[config.mk]
export PLATFORM = sky130hd
export DESIGN_NAME = haptic_pattern_sequencer_core
export DESIGN_NICKNAME = d
export VERILOG_FILES = /design/src/rtl/hps_pkg.sv /design/src/rtl/haptic_pattern_sequencer_core.sv
export SDC_FILE = /design/constraint.sdc
export NUM_CORES = 1
export LEC_CHECK = 0
export ABC_AREA = 1
export BUFFER_PORTS_ARGS = -buffer_cell sky130_fd_sc_hd__buf_2
export CAP_MARGIN = 20
export CORE_MARGIN = 10
export CORE_UTILIZATION = 35
export CTS_CLUSTER_DIAMETER = 80
export DETAILED_ROUTE_END_ITERATION = 7
export PLACE_DENSITY = 0.53
export SETUP_SLACK_MARGIN = 0.05
export SYNTH_ARGS = -nofsm -noshare
export SYNTH_HDL_FRONTEND = slang
export SYNTH_SLANG_ARGS = --single-unit
[constraint.sdc]
create_clock -name clock -period 9.3 [get_ports clock]
set_input_delay 0.93 -clock clock [delete_from_list [all_inputs] [get_ports clock]]
set_output_delay 0.93 -clock clock [all_outputs]
set_load 0.01 [all_outputs]
[src/rtl/hps_pkg.sv]
`timescale 1ns / 1ps
// ----------------------------------------------------------------------------
// hps_pkg: shared definitions for the haptic pattern sequencer
// Command and status codes, widths and the fixed segment tables of the
// seven vibration patterns.
// ----------------------------------------------------------------------------
package hps_pkg;

   // Width of the free-running millisecond time base and of the end stamp.
   localparam int TIME_WIDTH = 32;

   localparam int FUNC_WIDTH   = 3;
   localparam int PID_WIDTH    = 3;
   localparam int PULSE_WIDTH  = 16;
   localparam int LEVEL_WIDTH  = 7;
   localparam int STATUS_WIDTH = 2;
   localparam int MS_WIDTH     = 10;
   localparam int SEG_WIDTH    = 8;
   localparam int SEGIDX_WIDTH = 3;
   localparam int CSR_IDX_WIDTH = 3;

   localparam logic [PID_WIDTH-1:0] NUM_PATTERNS = 3'd7;

   // Input command codes.
   localparam logic [FUNC_WIDTH-1:0] FUNC_TICK  = 3'd0;
   localparam logic [FUNC_WIDTH-1:0] FUNC_PLAY  = 3'd1;
   localparam logic [FUNC_WIDTH-1:0] FUNC_PULSE = 3'd2;
   localparam logic [FUNC_WIDTH-1:0] FUNC_LEVEL = 3'd3;
   localparam logic [FUNC_WIDTH-1:0] FUNC_STOP  = 3'd4;

   // Result status codes.
   localparam logic [STATUS_WIDTH-1:0] STATUS_OK        = 2'd0;
   localparam logic [STATUS_WIDTH-1:0] STATUS_NOT_INIT  = 2'd1;
   localparam logic [STATUS_WIDTH-1:0] STATUS_DEBOUNCED = 2'd2;

   // Configuration register indexes.
   localparam logic [CSR_IDX_WIDTH-1:0] CSR_ENABLE    = 3'd0;
   localparam logic [CSR_IDX_WIDTH-1:0] CSR_MIN_PULSE = 3'd1;
   localparam logic [CSR_IDX_WIDTH-1:0] CSR_MAX_PULSE = 3'd2;
   localparam logic [CSR_IDX_WIDTH-1:0] CSR_GAP       = 3'd3;

   // Configuration reset values.
   localparam logic [MS_WIDTH-1:0] MIN_PULSE_RESET = 10'd30;
   localparam logic [MS_WIDTH-1:0] MAX_PULSE_RESET = 10'd500;
   localparam logic [MS_WIDTH-1:0] GAP_RESET       = 10'd150;

   // One result word.
   typedef struct packed {
      logic                    motor_on;
      logic [STATUS_WIDTH-1:0] status;
      logic                    pattern_busy;
   } result_type;

   // Number of segments in each pattern; unknown ids have none.
   function automatic logic [SEGIDX_WIDTH-1:0] seg_count(input logic [PID_WIDTH-1:0] pid);
      logic [SEGIDX_WIDTH-1:0] cnt;
      unique case (pid)
         3'd0:    cnt = 3'd1;
         3'd1:    cnt = 3'd1;
         3'd2:    cnt = 3'd3;
         3'd3:    cnt = 3'd5;
         3'd4:    cnt = 3'd7;
         3'd5:    cnt = 3'd1;
         3'd6:    cnt = 3'd3;
         default: cnt = 3'd0;
      endcase
      return cnt;
   endfunction

   // Length in milliseconds of one segment of a pattern.
   function automatic logic [SEG_WIDTH-1:0] seg_len(input logic [PID_WIDTH-1:0] pid,
                                                    input logic [SEGIDX_WIDTH-1:0] idx);
      logic [SEG_WIDTH-1:0] len;
      len = 8'd0;
      unique case (pid)
         3'd0: len = (idx == 3'd0) ? 8'd80 : 8'd0;
         3'd1: len = (idx == 3'd0) ? 8'd200 : 8'd0;
         3'd2: begin
            if (idx == 3'd0 || idx == 3'd2) len = 8'd80;
            else if (idx == 3'd1)           len = 8'd60;
         end
         3'd3: begin
            if (idx == 3'd0 || idx == 3'd2 || idx == 3'd4) len = 8'd50;
            else if (idx == 3'd1 || idx == 3'd3)           len = 8'd40;
         end
         3'd4: begin
            if (idx == 3'd6)       len = 8'd150;
            else if (idx[0])       len = 8'd30;
            else                   len = 8'd20;
         end
         3'd5: len = (idx == 3'd0) ? 8'd120 : 8'd0;
         3'd6: begin
            if (idx == 3'd0)      len = 8'd150;
            else if (idx == 3'd1) len = 8'd50;
            else if (idx == 3'd2) len = 8'd100;
         end
         default: len = 8'd0;
      endcase
      return len;
   endfunction

endpackage

[src/rtl/haptic_pattern_sequencer_core.sv]
`timescale 1ns / 1ps
// ----------------------------------------------------------------------------
// haptic_pattern_sequencer_core: vibration motor pattern sequencer
// Combinational update of motor, pattern and pulse state from one word.
// ----------------------------------------------------------------------------
// Usage:
// The req_ channel carries one word per millisecond tick or command (play,
// pulse, set level, stop). Every accepted word yields exactly one rsp_ word
// with the motor on flag, a status code and the pattern busy flag as they
// stand after that word.
// The whole update is one pass of logic between the state registers and the
// result register, so a word is accepted in every cycle that req_ready is
// high. Sustained throughput is one word per cycle with no receiver stall.
// A result register plus one skid register part the two sides: when the
// receiver stalls, one more word is still taken into the skid register, and
// only then does req_ready drop until the receiver drains.
// The csr_ port writes enable, minimum pulse, maximum pulse and pattern gap
// with no wait; write it only while no words are in flight.
// Synchronous reset clears all state, turns the motor off, disables the
// block and loads the default limits of 30, 500 and 150 ms.
// ----------------------------------------------------------------------------
module haptic_pattern_sequencer_core (
   input  logic                              clock,
   input  logic                              reset,
   // Input command channel.
   input  logic                              req_valid,
   output logic                              req_ready,
   input  logic [hps_pkg::FUNC_WIDTH-1:0]    req_func,
   input  logic [hps_pkg::PID_WIDTH-1:0]     req_pattern_id,
   input  logic [hps_pkg::PULSE_WIDTH-1:0]   req_pulse_ms,
   input  logic [hps_pkg::LEVEL_WIDTH-1:0]   req_level_pct,
   // Result channel.
   output logic                              rsp_valid,
   input  logic                              rsp_ready,
   output logic                              rsp_motor_on,
   output logic [hps_pkg::STATUS_WIDTH-1:0]  rsp_status,
   output logic                              rsp_pattern_busy,
   // Configuration write port.
   input  logic                              csr_wr_en,
   input  logic [hps_pkg::CSR_IDX_WIDTH-1:0] csr_index,
   input  logic [hps_pkg::MS_WIDTH-1:0]      csr_wdata
);
   import hps_pkg::*;

   // Configuration registers.
   logic                enable_ff;
   logic [MS_WIDTH-1:0] min_pulse_ff;
   logic [MS_WIDTH-1:0] max_pulse_ff;
   logic [MS_WIDTH-1:0] gap_ff;

   // Sequencer state.
   logic [TIME_WIDTH-1:0]   time_now_ff,   time_now_in;
   logic [TIME_WIDTH-1:0]   last_end_ff,   last_end_in;
   logic                    active_ff,     active_in;
   logic [PID_WIDTH-1:0]    pattern_ff,    pattern_in;
   logic [SEGIDX_WIDTH-1:0] seg_idx_ff,    seg_idx_in;
   logic [SEG_WIDTH-1:0]    seg_left_ff,   seg_left_in;
   logic [MS_WIDTH-1:0]     pulse_left_ff, pulse_left_in;
   logic                    motor_ff,      motor_in;
   logic [STATUS_WIDTH-1:0] status_in;

   // Output and skid registers.
   logic       rsp_valid_ff;
   result_type rsp_data_ff;
   logic       skid_valid_ff;
   result_type skid_data_ff;
   result_type result_in;

   logic accept;

   assign req_ready = !skid_valid_ff;
   assign accept    = req_valid && req_ready;

   // Configuration writes; indexes beyond the list are ignored.
   always_ff @(posedge clock) begin
      if (reset) begin
         enable_ff    <= 1'b0;
         min_pulse_ff <= MIN_PULSE_RESET;
         max_pulse_ff <= MAX_PULSE_RESET;
         gap_ff       <= GAP_RESET;
      end else if (csr_wr_en) begin
         unique case (csr_index)
            CSR_ENABLE:    enable_ff    <= csr_wdata[0];
            CSR_MIN_PULSE: min_pulse_ff <= csr_wdata;
            CSR_MAX_PULSE: max_pulse_ff <= csr_wdata;
            CSR_GAP:       gap_ff       <= csr_wdata;
            default: begin
            end
         endcase
      end
   end

   // Next-state logic for one word.
   always_comb begin
      logic [MS_WIDTH-1:0]     pulse_dec;
      logic [SEG_WIDTH-1:0]    seg_dec;
      logic [SEGIDX_WIDTH-1:0] idx_next;
      logic [TIME_WIDTH-1:0]   since_end;
      logic [PULSE_WIDTH-1:0]  dur;

      time_now_in   = time_now_ff;
      last_end_in   = last_end_ff;
      active_in     = active_ff;
      pattern_in    = pattern_ff;
      seg_idx_in    = seg_idx_ff;
      seg_left_in   = seg_left_ff;
      pulse_left_in = pulse_left_ff;
      motor_in      = motor_ff;
      status_in     = STATUS_OK;

      pulse_dec = pulse_left_ff - 1'b1;
      seg_dec   = (seg_left_ff != '0) ? seg_left_ff - 1'b1 : '0;
      idx_next  = seg_idx_ff + 1'b1;
      since_end = time_now_ff - last_end_ff;
      dur       = req_pulse_ms;

      if (req_func == FUNC_TICK) begin
         time_now_in = time_now_ff + 1'b1;
         // One-shot pulse countdown.
         if (pulse_left_ff != '0) begin
            pulse_left_in = pulse_dec;
            if (pulse_dec == '0) begin
               motor_in = 1'b0;
            end
         end
         // Pattern segment countdown; it acts after the pulse.
         if (active_ff) begin
            seg_left_in = seg_dec;
            if (seg_dec == '0) begin
               seg_idx_in = idx_next;
               if (pattern_ff < NUM_PATTERNS && idx_next < seg_count(pattern_ff)) begin
                  motor_in    = !idx_next[0];
                  seg_left_in = seg_len(pattern_ff, idx_next);
               end else begin
                  motor_in    = 1'b0;
                  last_end_in = time_now_in;
                  active_in   = 1'b0;
                  seg_left_in = '0;
               end
            end
         end
      end else if (req_func <= FUNC_STOP && !enable_ff) begin
         status_in = STATUS_NOT_INIT;
      end else if (req_func == FUNC_PLAY) begin
         if (since_end < TIME_WIDTH'(gap_ff)) begin
            status_in = STATUS_DEBOUNCED;
         end else begin
            // Any running pattern is aborted at once, stamping its end.
            if (active_ff) begin
               last_end_in = time_now_ff;
            end
            pattern_in = req_pattern_id;
            seg_idx_in = '0;
            if (req_pattern_id < NUM_PATTERNS) begin
               active_in   = 1'b1;
               motor_in    = 1'b1;
               seg_left_in = seg_len(req_pattern_id, '0);
            end else begin
               // A pattern with no segments ends as soon as it starts.
               active_in   = 1'b0;
               motor_in    = 1'b0;
               seg_left_in = '0;
               last_end_in = time_now_ff;
            end
         end
      end else if (req_func == FUNC_PULSE) begin
         // Raise to the minimum first, then lower to the maximum.
         if (dur < PULSE_WIDTH'(min_pulse_ff)) begin
            dur = PULSE_WIDTH'(min_pulse_ff);
         end
         if (dur > PULSE_WIDTH'(max_pulse_ff)) begin
            dur = PULSE_WIDTH'(max_pulse_ff);
         end
         motor_in      = (dur != '0);
         pulse_left_in = dur[MS_WIDTH-1:0];
      end else if (req_func == FUNC_LEVEL) begin
         motor_in = (req_level_pct != '0);
      end else if (req_func == FUNC_STOP) begin
         pulse_left_in = '0;
         if (active_ff) begin
            last_end_in = time_now_ff;
            active_in   = 1'b0;
            seg_left_in = '0;
         end
         motor_in = 1'b0;
      end

      result_in.motor_on     = motor_in;
      result_in.status       = status_in;
      result_in.pattern_busy = active_in;
   end

   // State registers advance on each accepted word.
   always_ff @(posedge clock) begin
      if (reset) begin
         time_now_ff   <= '0;
         last_end_ff   <= '0;
         active_ff     <= 1'b0;
         pattern_ff    <= '0;
         seg_idx_ff    <= '0;
         seg_left_ff   <= '0;
         pulse_left_ff <= '0;
         motor_ff      <= 1'b0;
      end else if (accept) begin
         time_now_ff   <= time_now_in;
         last_end_ff   <= last_end_in;
         active_ff     <= active_in;
         pattern_ff    <= pattern_in;
         seg_idx_ff    <= seg_idx_in;
         seg_left_ff   <= seg_left_in;
         pulse_left_ff <= pulse_left_in;
         motor_ff      <= motor_in;
      end
   end

   // Result register with a one-word skid stage behind it.
   always_ff @(posedge clock) begin
      if (reset) begin
         rsp_valid_ff  <= 1'b0;
         skid_valid_ff <= 1'b0;
      end else if (!rsp_valid_ff || rsp_ready) begin
         if (skid_valid_ff) begin
            rsp_valid_ff  <= 1'b1;
            skid_valid_ff <= 1'b0;
         end else begin
            rsp_valid_ff <= accept;
         end
      end else if (accept) begin
         skid_valid_ff <= 1'b1;
      end
   end

   always_ff @(posedge clock) begin
      if (!rsp_valid_ff || rsp_ready) begin
         if (skid_valid_ff) begin
            rsp_data_ff <= skid_data_ff;
         end else if (accept) begin
            rsp_data_ff <= result_in;
         end
      end else if (accept) begin
         skid_data_ff <= result_in;
      end
   end

   assign rsp_valid        = rsp_valid_ff;
   assign rsp_motor_on     = rsp_data_ff.motor_on;
   assign rsp_status       = rsp_data_ff.status;
   assign rsp_pattern_busy = rsp_data_ff.pattern_busy;

endmodule

Word level (Yosys, flattened, before mapping). Cells that the tools add are included.

Add/subtract/negate cells: 5. Magnitude comparators: 7. Equality and inequality tests: 36. Mux-type cells: 96. Bitwise gates (word level): 4. Reduce and logical (&&, ||, !) cells: 42.

Operators by type and width (number): $mux W32 (12); $mux W16 (10); $mux W8 (16); $mux W10 (7); $pmux W8 S7 (1); $pmux W8 S6 (1); $mux W7 (5); $add A32 B1 Y32 const B (1); $lt A32 B10 Y1 (1); $sub A32 B32 Y32 (1); $eq A3 B2 Y1 const B (10); $eq A3 B3 Y1 const B (9); $mux W3 (9); $mux W1 (24); $mux W6 (3); $gt A16 B10 Y1 (1); $lt A16 B10 Y1 (1); $reduce_bool A16 Y1 (1); $eq A3 B1 Y1 const B (5); $logic_not A3 Y1 (5); $reduce_and A2 Y1 (7); $mux W4 (3); $ne A3 B3 Y1 const B (4); $pmux W3 S4 (1); 27 further kinds (52).

Bits in registers: 131. Bits of input ports: 47. Output and inout bits: 6. Logic and storage cells: 210.

Logic depth before layout (Yosys ltp).
Depth after elaboration: 19. Depth in mapped cells: 32. Mapped depth without buffers: 31.

Worst setup path before layout. No wires, ideal clock.

Path kind: input to register. From: input port req_pulse_ms[7] (netlist name). To: register rsp_data_ff, in the netlist rsp_motor_on (data pin). Setup time: 0.253 ns. Arrival: 3.877 ns. Required time: 9.047 ns. Path slack: 5.170 ns. Cell stages on the path: 29. Cells stage by stage: ha_1 a21oi_1 o21a_1 nand2_1 nand2_1 nand2_1 buf_2 nand2_1 nand2_1 ha_1 a21oi_1 nor2_1 nor3_1 nand2_1 nand2_1 nand3_1 nand2_1 clkbuf_1 nand3_1 nand2_1 nand2_1 nor2_1 nand3_1 nand2_1 nand3_1 nand2_1 nand2_1 nand2_1 nand2_1.

Longest elaborated chain between the ends: 19.

Ends and longest elaborated chain: from (decl) (line haptic_pattern_sequencer_core.sv:30) `input logic [hps_pkg::PULSE_WIDTH-1:0] req_pulse_ms,`; $lt A16 B10 Y1 (line haptic_pattern_sequencer_core.sv:168) `if (dur < PULSE_WIDTH'(min_pulse_ff)) begin`; $mux W16 * (line haptic_pattern_sequencer_core.sv:168); $mux W16 * (line haptic_pattern_sequencer_core.sv:166) `end else if (req_func == FUNC_PULSE) begin`; $mux W16 * (line haptic_pattern_sequencer_core.sv:144) `end else if (req_func == FUNC_PLAY) begin`; $mux W16 * (line haptic_pattern_sequencer_core.sv:142) `end else if (req_func <= FUNC_STOP && !enable_ff) begin`; $mux W16 * (line haptic_pattern_sequencer_core.sv:117) `if (req_func == FUNC_TICK) begin`; $gt A16 B10 Y1 (line haptic_pattern_sequencer_core.sv:171) `if (dur > PULSE_WIDTH'(max_pulse_ff)) begin`; $mux W16 * (line haptic_pattern_sequencer_core.sv:171); [4 not listed]; $reduce_bool A16 Y1 * (line haptic_pattern_sequencer_core.sv:174) `motor_in = (dur != '0);`; $mux W1 * (line haptic_pattern_sequencer_core.sv:166); $mux W1 * (line haptic_pattern_sequencer_core.sv:144); $mux W1 * (line haptic_pattern_sequencer_core.sv:142); $mux W1 * (line haptic_pattern_sequencer_core.sv:117); net motor_in (line haptic_pattern_sequencer_core.sv:59) `logic motor_ff, motor_in;`; $mux W4 * (line haptic_pattern_sequencer_core.sv:237) `end else if (accept) begin`; $mux W4 * (line haptic_pattern_sequencer_core.sv:235) `if (skid_valid_ff) begin`; to (signal assigned) (line haptic_pattern_sequencer_core.sv:236) `rsp_data_ff <= skid_data_ff;`; to (signal assigned) (line haptic_pattern_sequencer_core.sv:238) `rsp_data_ff <= result_in;`; to (decl) (line haptic_pattern_sequencer_core.sv:64) `result_type rsp_data_ff;`.

Mark *: on every way through the listed nets, which the timed path passes. The rest lies on a longest branch. The select of a mux whose other input is x is not followed. A chain may end at the register's enable or synchronous reset.

Worst setup path in the final report.
From: input port req_pulse_ms[9] (netlist name). To: register rsp_data_ff, in the netlist rsp_motor_on (data pin).

Same word-level chain as after synthesis.

==> impl_metrics.yaml <==
critical_path:
  timing.critical_path.fanout_max: 12
  r2r_start: "min_pulse_ff[9]"
  cp-end-kind: "flip-flop"
  start_kind: "primary input"
  crit_type: "primary input to flip-flop"
  cp_data_arrival_time_ns: 5.01
  critPathLaunch: "req_pulse_ms[9]"
  critical_path_required_ns: 9.48
placed_design:
  hpwl_um: 25600
  pre_cts_ws_ns: 4.05
  globalplace.congestion: 0.909
  post-place-cells: 2251
  numPortBuffers: 52
drt:
  ant_nets: 0
  drt-wirelength-per-cell_um: 14.7
  drc: 0
  via_count: 11500
  drtIter0Drc: 890
  drt-pass1-iter-count: 6
  drt-total-wl_um: 33700
  drt-vias-per-instance: 5.02
clock_network:
  cts-resized-gates: 0
  cts-root-buf: "clkbuf_16"
  cts_setup_buffers: 0
  clockBufferDepth: 2
  clkTransAtPathRegs_ns: 0.06
  cts_tree: "yes"
  insertion_delay_ns: 0.43
  cts.sinks: 131
  postCtsHoldBufs: 0
  numCtsBuffers: 17
  h-tree-depth: 4
floorplan:
  num_io_pins: 53
  die_y_um: 197
  core_area_mm2: 0.0307
  initial_core_util_pct: 35.7
  design.die.area_mm2: 0.0388
  rows: 64
  dieWidth_um: 197
finish:
  syn2layout_area_growth_pct: 12.4
  final_layout_size_suffix_gt1_share_pct: 7.16
  multi_input_area_mm2: 0.00690
  n_antenna_cell: 0
  fin_util_pct: 40.1
  final_cells: 2282
  ff_latch_area_mm2: 0.00270
  nFillCells: 3381
  nets: 1992
hold_path:
  hold_path_startpoint: "seg_left_ff[1]"
  min_path_type: "flip-flop to flip-flop"
synthesis:
  syn-num-nets: 1959
  synth.distinct_cells: 49
  syn-instance-count: 1842
  ys_warn_count: 0
  netlist_top_cells_area: "dfxtp_1, nand2_1, inv_1"
  synth_top_area_share_pct: 22.4
  synth-async-reset-ratio_pct: 0
  ys_ff_latch: 131
  syn_avg_cell_area_um2: 5.96
  ys_seq_area_share_pct: 24.6
  netlist_area_mm2: 0.0110
  synth_flop_cell: "dfxtp_1"
  yosys.area.top_type: "dfxtp_1"
  synth_edf_count: 8
sta:
  slew_headroom_pct: 36.4
  final-max-slew-violation-count: 0
  fin_ws_ns: 4.47
  post-route-min-period_ns: 4.83
  final_hold_viol_count: 0
  setup_violations: 0
  finalCritPeriodShare_pct: 51.9
  fmax_mhz: 207
  tns_ns: 0
  worst-slew-pin-transition_ns: 0.947
  rsz0062_at_grt: "no"
  skew_ns: 0.00789
pwr:
  power_density_mw_per_mm2: 152
  vdd_ir_drop_max_uv: 115
  leakagePower_nw: 5.96
  finalPower_mw: 1.88
global_routing:
  first_global_vias: 10800
  grt_pass1_wl_um: 55300
  grt_use_total_pct: 17.4
  antenna_found_initial: 0
  grt_max_degree: 82
  grt_remaining_overflow: 0
status:
  status: "finished, final reports clean"
job:
  drv_cap: 0
## metrics by stage
step | instance area (um^2) | hold WS [ns]
finish | 12300 | 0.482
global route | 12300 | 0.514
CTS | 12300 | 0.483
detailed placement | 11600 | 0.474
global placement | 11600 | 0.470
floorplan | 11000 | 0.435
## flip-flops by register name, summed over array words and instances, names as in the netlist, 4 cells and up
| signal | count |
|---|---|
| last_end_ff | 32 |
| time_now_ff | 32 |
| gap_ff | 10 |
| max_pulse_ff | 10 |
| min_pulse_ff | 10 |
| pulse_left_ff | 10 |
| seg_left_ff | 8 |
| skid_data_ff | 4 |
## synth_stat cells (6+ instances only)
| cell type | number |
|---|---|
| o211ai_1 | 20 |
| inv_1 | 300 |
| nor4_1 | 10 |
| ha_1 | 69 |
| dfxtp_1 | 123 |
| nor3_1 | 34 |
| nand3b_1 | 8 |
| xor2_1 | 34 |
| o21ai_0 | 134 |
| xnor2_1 | 6 |
| nand4_1 | 28 |
| nand3_1 | 89 |
| a211oi_1 | 6 |
| nor2_2 | 11 |
| clkbuf_1 | 41 |
| nand2_1 | 524 |
| edfxtp_1 | 8 |
| nor2_1 | 149 |
| or2_2 | 6 |
| inv_2 | 9 |
| a21oi_1 | 172 |
## area by class of cell
cell class                 instances  area share (%)
sequential                       131            21.9
timing repair buffer              63            2.94
clock buffer                      22            4.10
clock inverter                     8            1.57
inverter                         312            9.50
tap                              396            4.02
multi-input combinational       1350            56.0
## critical path: stages
cell      delay, ns
buf_2          0.11
ha_1           0.31
a211oi_2       0.53
nand2_1        0.37
nand2_1        0.17
nand2_1        0.07
ha_1           0.29
a21oi_1        0.15
o21ai_0        0.10
nand2_1        0.07
nand2_1        0.05
nand2_1        0.05
nand3_1        0.06
nand2_1        0.32
clkinv_1       0.33
o21ai_0        0.32
nand2_1        0.08
nor2_1         0.10
nand3_1        0.11
nand2_1        0.12
nand3_1        0.08
nand2_1        0.10
nand2_1        0.09
nand2_1        0.07
nand2_1        0.04
## layout by cell type, fill, tap and decap left out, types with 5 or more instances in the layout
| cell type | count |
|---|---|
| edfxtp_1 | 8 |
| a21oi_1 | 171 |
| nand3_1 | 89 |
| o211ai_1 | 20 |
| inv_1 | 300 |
| ha_1 | 69 |
| buf_2 | 52 |
| or2_2 | 6 |
| nand3b_1 | 8 |
| nor4_1 | 10 |
| bufinv_16 | 6 |
| a31oi_1 | 5 |
| xnor2_1 | 6 |
| nor2_2 | 11 |
| clkbuf_16 | 18 |
| buf_4 | 10 |
| inv_2 | 10 |
| nor2_1 | 148 |
| nor3_1 | 34 |
| dfxtp_1 | 123 |
| nand4_1 | 28 |
| o21ai_0 | 134 |
| nand2_1 | 524 |
| a211oi_1 | 6 |
| xor2_1 | 34 |
| and2_1 | 5 |
## logic make-up after synthesis
| logic type | after synthesis | synth area share (%) |
|---|---|---|
| DFF | 131 | 24.6 |
| adders and majority gates | 70 | 8.05 |
| buffers and inverters | 361 | 12.6 |
| xor gates and xnor gates | 40 | 3.19 |
| and+or+nand+nor | 879 | 33.7 |
| AOI/OAI and AO/OA | 361 | 17.9 |
## where the power goes
part           internal (mW)  switching (mW)  total [mW]
clock                  0.545           0.264       0.809
combinational          0.159           0.310       0.470
sequential             0.587          0.0117       0.598
## final timing paths
path              slack, ns             end  cells past startpoint
setup / recovery       4.47    rsp_motor_on                     25
hold / removal         0.48  seg_left_ff[1]                      2
setup reg to reg       4.71    rsp_motor_on                     25
hold reg to reg        0.48  seg_left_ff[1]                      2
## layer usage
layer  GRT usage [%]  wire [um]  up-vias
li1                -          -     5991
met1            23.0      16200     5195
met2            29.1      15400      236
met3            2.84       1510       36
met4            4.13        529        0
met5               0          0        -
Note: power is estimated with default switching activity, not from simulation.
